## src/hdl/sem_pkg.sv

```systemverilog
`timescale 1ns / 1ps

package sem_pkg;

  // field widths
  localparam int PIX_W   = 8;
  localparam int MAG_W   = 8;
  localparam int COL_W   = 10;
  localparam int ROW_W   = 12;
  localparam int IMG_W_W = 11;
  localparam int IMG_H_W = 13;
  localparam int CFG_W   = 13;

  // parameter defaults
  localparam int DEF_MAX_WIDTH  = 1024;
  localparam int DEF_MAX_HEIGHT = 4096;

  // register reset values and limits
  localparam logic [IMG_W_W-1:0] RST_IMAGE_WIDTH  = 11'd640;
  localparam logic [IMG_H_W-1:0] RST_IMAGE_HEIGHT = 13'd480;
  localparam int                 MIN_DIM          = 3;
  localparam logic [MAG_W-1:0]   MAG_MAX          = 8'd255;

  // square root: one result bit per step, MSB first
  localparam int ROOT_STEPS = MAG_W;
  localparam int ROOT_KW    = $clog2(ROOT_STEPS);

  typedef enum logic [0:0] {
    REG_IMAGE_WIDTH  = 1'b0,
    REG_IMAGE_HEIGHT = 1'b1
  } cfg_reg_e;

  // controller -> datapath
  typedef struct packed {
    logic clr_step;
    logic load;
    logic shift;
    logic grad;
    logic square;
    logic sum;
    logic root_step;
    logic out_load;
  } sem_cmd_t;

  // datapath -> controller
  typedef struct packed {
    logic clr_last;
    logic emit;
    logic root_last;
    logic out_free;
  } sem_sts_t;

endpackage

```

## src/hdl/sem_ctrl.sv

```systemverilog
`timescale 1ns / 1ps

module sem_ctrl (
  input  logic              clk_i,
  input  logic              rst_ni,
  input  logic              in_valid_i,
  output logic              in_ready_o,
  input  sem_pkg::sem_sts_t sts_i,
  output sem_pkg::sem_cmd_t cmd_o
);

  import sem_pkg::*;

  typedef enum logic [2:0] {
    S_CLEAR,
    S_IDLE,
    S_WIN,
    S_GRAD,
    S_SQ,
    S_SUM,
    S_ROOT,
    S_OUT
  } state_e;

  state_e state_q, state_d;

  always_comb begin
    state_d = state_q;
    unique case (state_q)
      S_CLEAR: if (sts_i.clr_last) state_d = S_IDLE;
      S_IDLE:  if (in_valid_i) state_d = S_WIN;
      S_WIN:   state_d = sts_i.emit ? S_GRAD : S_IDLE;
      S_GRAD:  state_d = S_SQ;
      S_SQ:    state_d = S_SUM;
      S_SUM:   state_d = S_ROOT;
      S_ROOT:  if (sts_i.root_last) state_d = S_OUT;
      S_OUT:   if (sts_i.out_free) state_d = S_IDLE;
      default: state_d = S_CLEAR;
    endcase
  end

  always_ff @(posedge clk_i or negedge rst_ni) begin
    if (!rst_ni) begin
      state_q <= S_CLEAR;
    end else begin
      state_q <= state_d;
    end
  end

  always_comb begin
    in_ready_o       = (state_q == S_IDLE);
    cmd_o.clr_step   = (state_q == S_CLEAR);
    cmd_o.load       = (state_q == S_IDLE) && in_valid_i;
    cmd_o.shift      = (state_q == S_WIN);
    cmd_o.grad       = (state_q == S_GRAD);
    cmd_o.square     = (state_q == S_SQ);
    cmd_o.sum        = (state_q == S_SUM);
    cmd_o.root_step  = (state_q == S_ROOT);
    cmd_o.out_load   = (state_q == S_OUT) && sts_i.out_free;
  end

  // every accepted item writes its line-store entry back next cycle
  a_load_shift: assert property (@(posedge clk_i) disable iff (!rst_ni)
    cmd_o.load |=> cmd_o.shift)
    else $error("accepted item without write-back");

  // leaving the clearing pass only after the last entry
  a_clear_done: assert property (@(posedge clk_i) disable iff (!rst_ni)
    (state_q == S_IDLE && $past(state_q) == S_CLEAR) |-> $past(sts_i.clr_last))
    else $error("clearing pass cut short");

  // root iteration starts right after the sum is formed
  a_sum_root: assert property (@(posedge clk_i) disable iff (!rst_ni)
    cmd_o.sum |=> (state_q == S_ROOT && !in_ready_o))
    else $error("root iteration not started");

endmodule

```

## config.mk

```make
export PLATFORM = sky130hd
export DESIGN_NAME = sem_ctrl
export DESIGN_NICKNAME = d
export VERILOG_FILES = /design/src/hdl/sem_pkg.sv /design/src/hdl/sem_ctrl.sv
export SDC_FILE = /design/constraint.sdc
export NUM_CORES = 1
export LEC_CHECK = 0
export BUFFER_PORTS_ARGS = -buffer_cell sky130_fd_sc_hd__buf_2
export CELL_PAD_IN_SITES_DETAIL_PLACEMENT = 0
export CELL_PAD_IN_SITES_GLOBAL_PLACEMENT = 1
export CORE_AREA = 4 4 41 43
export CTS_CLUSTER_DIAMETER = 60
export DETAILED_ROUTE_END_ITERATION = 16
export DIE_AREA = 0 0 45 47
export PLACE_DENSITY_LB_ADDON = 0.08
export SLEW_MARGIN = 15
export SYNTH_ARGS = -nofsm -noshare
export SYNTH_HDL_FRONTEND = slang
export SYNTH_SLANG_ARGS = --single-unit
```

## constraint.sdc

```tcl
create_clock -name clk_i -period 1.4 [get_ports clk_i]
set_input_delay 0.21 -clock clk_i [delete_from_list [all_inputs] [get_ports clk_i]]
set_output_delay 0.21 -clock clk_i [all_outputs]
set_load 0.03 [all_outputs]
```

==> impl_metrics.json, run 1 <==
{
  "insertion_delay_ns": 0.23,
  "yosysWarnings": 0,
  "grt_max_degree": 14,
  "netlist_area_sq_um": 216.5,
  "dp_hpwl_microns": 547.4,
  "period_minus_slack_ns": 1.378,
  "clock-sinks": 3,
  "synth_area_per_cell_sq_um": 7.464,
  "clockBufferDepth": 2,
  "htreeDepth": 1,
  "start_util_pct": 16.63,
  "drtIter0Drc": 4,
  "r2r_start": "state_q[1]",
  "crit_slowest_cell": "dfrtp_2",
  "track_usage_pct": 6.899,
  "pwr_density_cell_nw_per_um2": 2572,
  "drc": 0,
  "die_w_microns": 45,
  "tightestPinTransition_ns": 0.2495,
  "drive_above_1_share_pct": 59.62,
  "endpoint_kind": "output port",
  "ys_seq_area_share_pct": 34.68,
  "required_ns": 1.19,
  "path_clk_slew_ns": 0.04,
  "rows": 13,
  "wire_per_inst_microns": 10.76,
  "drtAntennaViolNets": 0,
  "grt_pass1_wl_microns": 972,
  "critical_path.top_delay_family": "flip-flops",
  "antenna_found_initial": 0,
  "clk_root_buffer_cell": "clkbuf_4",
  "run_status": "finished, final reports clean",
  "ir_worst_vdd_mv": 0.7032,
  "viasPerCell": 4.388,
  "area_growth_syn_to_layout_pct": 90.17,
  "overflow": 0,
  "power_mw": 1.059,
  "min_from": "sts_i[2]",
  "finalNetCount": 60,
  "crit_start": "state_q[2]",
  "ys_ff_latch": 3,
  "port_buffers": 15,
  "critPathLaunchType": "register",
  "slew_headroom_pct": 83.22,
  "fillers": 158,
  "critPathKind": "register to output port",
  "final_max_slew_viol_count": 0,
  "hold_viol_final": 0,
  "crit_path_max_incr_delay_ns": 0.46,
  "synthCells": 29,
  "worstPathArrival_ns": 1.17,
  "n_antenna_cell": 0,
  "synth.distinct_cells": 17,
  "cts_tree": "yes",
  "top_register": "state_q",
  "final.period_utilization_pct": 98.41,
  "rsz0062_at_grt": "yes",
  "gp_congestion": 0.7547,
  "largest_reg_flops": 3,
  "cp_num_buf_inv": 1,
  "holdWs_ns": 0.2618,
  "worstPathCellList": "nor3_4, and2_4, buf_6",
  "cp_max_fo": 7,
  "p_leak_nw": 0.2038,
  "multiInputGateArea_sq_um": 148.9,
  "drv_cap": 0,
  "dr.pass1.iters": 2,
  "fin_util_pct": 31.63,
  "layout_common_cells": "11 x buf_2, 8 x buf_4, 6 x nor2_1",
  "ios": 16,
  "wirelength_microns": 721,
  "final_common_cell": "buf_2",
  "core_sq_um": 1301,
  "die_area_sq_um": 2115,
  "cts_made_buffers": 3,
  "min_path_type": "input port to register",
  "grt_pass1_vias": 246,
  "setup_viol": 0,
  "skew_ns": 0.001167,
  "syn_nets": 36,
  "largestRegisters": "state_q: 3 flops",
  "num_vias": 294,
  "fp.dieH_microns": 47,
  "max_freq_mhz": 725.8,
  "final-seq-area_sq_um": 77.57
}
[cell usage after synthesis]
master,number,area share [%]
a21oi_1,1,2.3
and2_1,1,2.9
and3_1,1,2.9
buf_2,1,2.3
buf_4,1,3.5
dfrtp_1,3,35
inv_2,1,1.7
nand2_1,2,3.5
nand2b_1,1,2.9
nor2_1,6,10
nor2b_1,1,2.9
nor3_1,1,2.3
nor3_2,1,4.6
nor3b_1,2,6.9
o21ai_0,3,6.9
o22ai_1,2,5.8
o31ai_1,1,3.5
[per-layer routing]
layer  GRT usage (%)  wire length (microns)
met1           6.437                    256
met2           12.43                    374
met5               0                      0
met3           1.149                     71
met4           7.018                     19
[area by class of cell]
type | instances | share of cell area (%)
timing repair buffer | 21 | 33.13
clock buffer | 4 | 6.383
sequential | 3 | 18.84
inverter | 1 | 0.9119
multi-input combinational | 23 | 36.17
tap | 15 | 4.559
[power by group]
group / switching, mW / internal (mW)
clock: 0.0425 / 0.107
combinational: 0.402 / 0.287
sequential: 0.0835 / 0.137
total: 0.528 / 0.531
[worst paths after layout]
kind | cells after the start | slack, ns | endpoint
max in group asynchronous | 2 | 0.98 | state_q[2]
worst max register to register | 4 | 0.11 | state_q[0]
worst max-delay path | 3 | 0.02 | cmd_o[6]
min in group asynchronous | 2 | 0.30 | state_q[0]
worst min register to register | 2 | 0.68 | state_q[1]
worst min-delay path | 3 | 0.26 | state_q[1]
[timing repair]
action	4_1_cts	5_1_grt
endpoints found under the hold margin	3	0
buffers inserted	1	2
hold buffers	1	0
pin swaps	1	0
resized for setup	4	7
setup endpoints to repair	6	4
[tightest hold or removal path: stages]
cell and delay, ns:
buf_2 0.08, nor2_1 0.03, o22ai_1 0.12
[cells by family (layout without fill, tap and decap cells)]
family / Yosys count / after routing / synth area share (%)
buf+inv: 3 / 26 / 7.512
compound gates: 7 / 7 / 18.49
flops: 3 / 3 / 34.68
simple gates: 16 / 16 / 39.31
[stage by stage]
| stage | area, sq um | TNS (ns) | worst slack (ns) | std cells |
|---|---|---|---|---|
| finish | 411.6 | 0 | 0.02224 | 67 |
| detailed placement | 334.1 | 0 | 0.1228 | 59 |
| floorplan | 237.7 | -0.05282 | -0.05282 | 29 |
| global placement | 334.1 | 0 | 0.09941 | 59 |
| global route | 411.6 | -0.04152 | -0.04152 | 67 |
| CTS | 385.4 | 0 | 0.003902 | 65 |
Note: power is estimated with default switching activity, not from simulation.
==> inputs of run 2 (changes only) <==
--- a/config.mk
+++ b/config.mk
@@ -12,7 +12,7 @@
 export CTS_CLUSTER_DIAMETER = 60
 export DETAILED_ROUTE_END_ITERATION = 16
 export DIE_AREA = 0 0 45 47
-export PLACE_DENSITY_LB_ADDON = 0.08
+export PLACE_DENSITY_LB_ADDON = 0.1
 export SLEW_MARGIN = 15
 export SYNTH_ARGS = -nofsm -noshare
 export SYNTH_HDL_FRONTEND = slang
==> run 2 against run 1 <==
Cell area increased by 13%. Sequential cell count did not move. Non-clock buffer count up 5. First-iteration DRC count is 75% lower. Final cell count rose by 7.5%. Setup slack hardly changed. Sequential power is 2% higher.
==> impl_metrics.json, run 2 (same netlist as run 1, synthesis figures left out) <==
{
  "p_switching_uw": 551.3,
  "pre_cts_ws_ns": 0.1215,
  "area_growth_syn_to_layout_pct": 115.0,
  "top_register": "state_q",
  "critical_path.top_delay_family": "flip-flops",
  "rsz0062_at_grt": "yes",
  "drive_above_1_share_pct": 64.91,
  "antenna_found_initial": 0,
  "final.period_utilization_pct": 98.39,
  "rows": 13,
  "overflow": 0,
  "num_vias": 308,
  "fp.dieH_microns": 47,
  "largest_reg_flops": 3,
  "hold_viol_final": 0,
  "dr.pass1.iters": 2,
  "dp_hpwl_microns": 500.9,
  "required_ns": 1.19,
  "r2r_start": "state_q[1]",
  "core_sq_um": 1301,
  "tightestPinTransition_ns": 0.1993,
  "grt_pass1_wl_mm": 1.145,
  "r2r_end": "state_q[0]",
  "largestRegisters": "state_q: 3 flops",
  "insertion_delay_ns": 0.23,
  "holdWs_ns": 0.2598,
  "slew_headroom_pct": 86.60,
  "die_area_sq_um": 2115,
  "endpoint_kind": "output port",
  "final_max_slew_viol_count": 0,
  "ir_worst_vdd_mv": 0.9977,
  "critPathLaunchType": "register",
  "critPathKind": "register to output port",
  "max_freq_mhz": 726.0,
  "drtAntennaViolNets": 0,
  "worstPathCellList": "nor3_4, and2_4, buf_6",
  "cts_made_buffers": 3,
  "wire_per_inst_microns": 9.958,
  "setup_viol": 0,
  "htreeDepth": 1,
  "crit_start": "state_q[2]",
  "ios": 16,
  "drc": 0,
  "ff2ff_path_depth": 4,
  "cp_num_buf_inv": 1,
  "run_status": "finished, final reports clean",
  "port_buffers": 15,
  "regToRegSetupSlack_ns": 0.19,
  "drtIter0Drc": 1,
  "power_mw": 1.196,
  "viasPerCell": 4.278,
  "final_common_cell": "buf_4",
  "gp_congestion": 0.6208,
  "skew_ns": 0.00006878,
  "cts_tree": "yes",
  "finalNetCount": 65,
  "swShare_pct": 46.11,
  "seq_power_share_pct": 18.9,
  "die_w_microns": 45,
  "crit_path_end": "cmd_o[6]",
  "layout_common_cells": "11 x buf_4, 10 x buf_2, 5 x nor2_1",
  "finalNonFillerCells": 72,
  "path_clk_slew_ns": 0.04,
  "drv_cap": 0,
  "cp.depth": 3,
  "worstPathArrival_ns": 1.17,
  "clk_root_buffer_cell": "clkbuf_4",
  "power.share.clock_pct": 12.5,
  "fin_ws_ns": 0.02251,
  "place_inst": 59,
  "min_path_type": "input port to register",
  "intPower_uw": 644.2,
  "grt_max_degree": 9,
  "crit_path_max_incr_delay_ns": 0.46,
  "clockBufferDepth": 2,
  "track_usage_pct": 7.765,
  "pwr_density_cell_nw_per_um2": 2569,
  "p_leak_nw": 0.2309,
  "grt_pass1_vias": 308,
  "cp_max_fo": 8,
  "clock-sinks": 3,
  "wirelength_microns": 717,
  "period_minus_slack_ns": 1.377,
  "pwr-share-comb_pct": 68.7,
  "crit_slowest_cell": "dfrtp_2",
  "n_antenna_cell": 0,
  "start_util_pct": 16.63
}
run 2: cell type report:
type,instances,area (sq um)
tap,15,18.77
inverter,1,3.754
sequential,3,77.57
multi-input combinational,23,151.4
timing repair buffer,26,187.7
clock buffer,4,26.28
fill,152,835.8
run 2: per-stage QoR:
step                  TNS (ns)  utilization (%)  area, sq um
detailed placement           0            25.67        334.1
floorplan             -0.05282                -        237.7
finish                       0            35.77        465.4
global placement             0            25.67        334.1
global route           -0.1128            35.77        465.4
CTS                 -0.0009266            32.79        426.7
run 2: repair_timing:
action,CTS,global route
gates resized for setup,7,10
hold buffers,1,0
endpoints found under the setup margin,9,5
hold endpoints to repair,3,0
pin swaps,0,1
buffers inserted,6,2
run 2: tightest hold or removal path: cells and delay by family:
| kind | cells | cell delay [ns] |
|---|---|---|
| AO/OA/AOI/OAI | 1 | 0.12 |
| buffers and inverters | 1 | 0.08 |
| AND/OR/NAND/NOR | 1 | 0.03 |
run 2: layer usage:
| metal | vias up | part of all wire, % | wire length (microns) | track usage [%] |
|---|---|---|---|---|
| met4 | 0 | 0 | 0 | 8.772 |
| met5 | - | 0 | 0 | 0 |
| li1 | 158 | - | - | - |
| met2 | 10 | 52 | 375 | 13.56 |
| met3 | 0 | 8.4 | 60 | 1.533 |
| met1 | 140 | 39 | 281 | 7.110 |
run 2: worst min path at each step:
stage                     depth (start not counted)          to     start
after floorplan                                   0  state_q[0]    rst_ni
after global routing                              3  state_q[1]  sts_i[2]
after detailed placement                          1  state_q[2]    rst_ni
after global placement                            1  state_q[2]    rst_ni
final                                             3  state_q[1]  sts_i[2]
after CTS                                         3  state_q[1]  sts_i[2]
run 2: power by group through the flow:
stage / Sequential (mW) / Combinational [mW] / Clock (mW)
3_3_place_gp: 0.245 / 0.561 / 0
5_1_grt: 0.237 / 0.886 / 0.166
4_1_cts: 0.218 / 0.735 / 0.161
2_1_floorplan: 0.192 / 0.458 / 0
6_report: 0.225 / 0.821 / 0.149
3_5_place_dp: 0.246 / 0.566 / 0
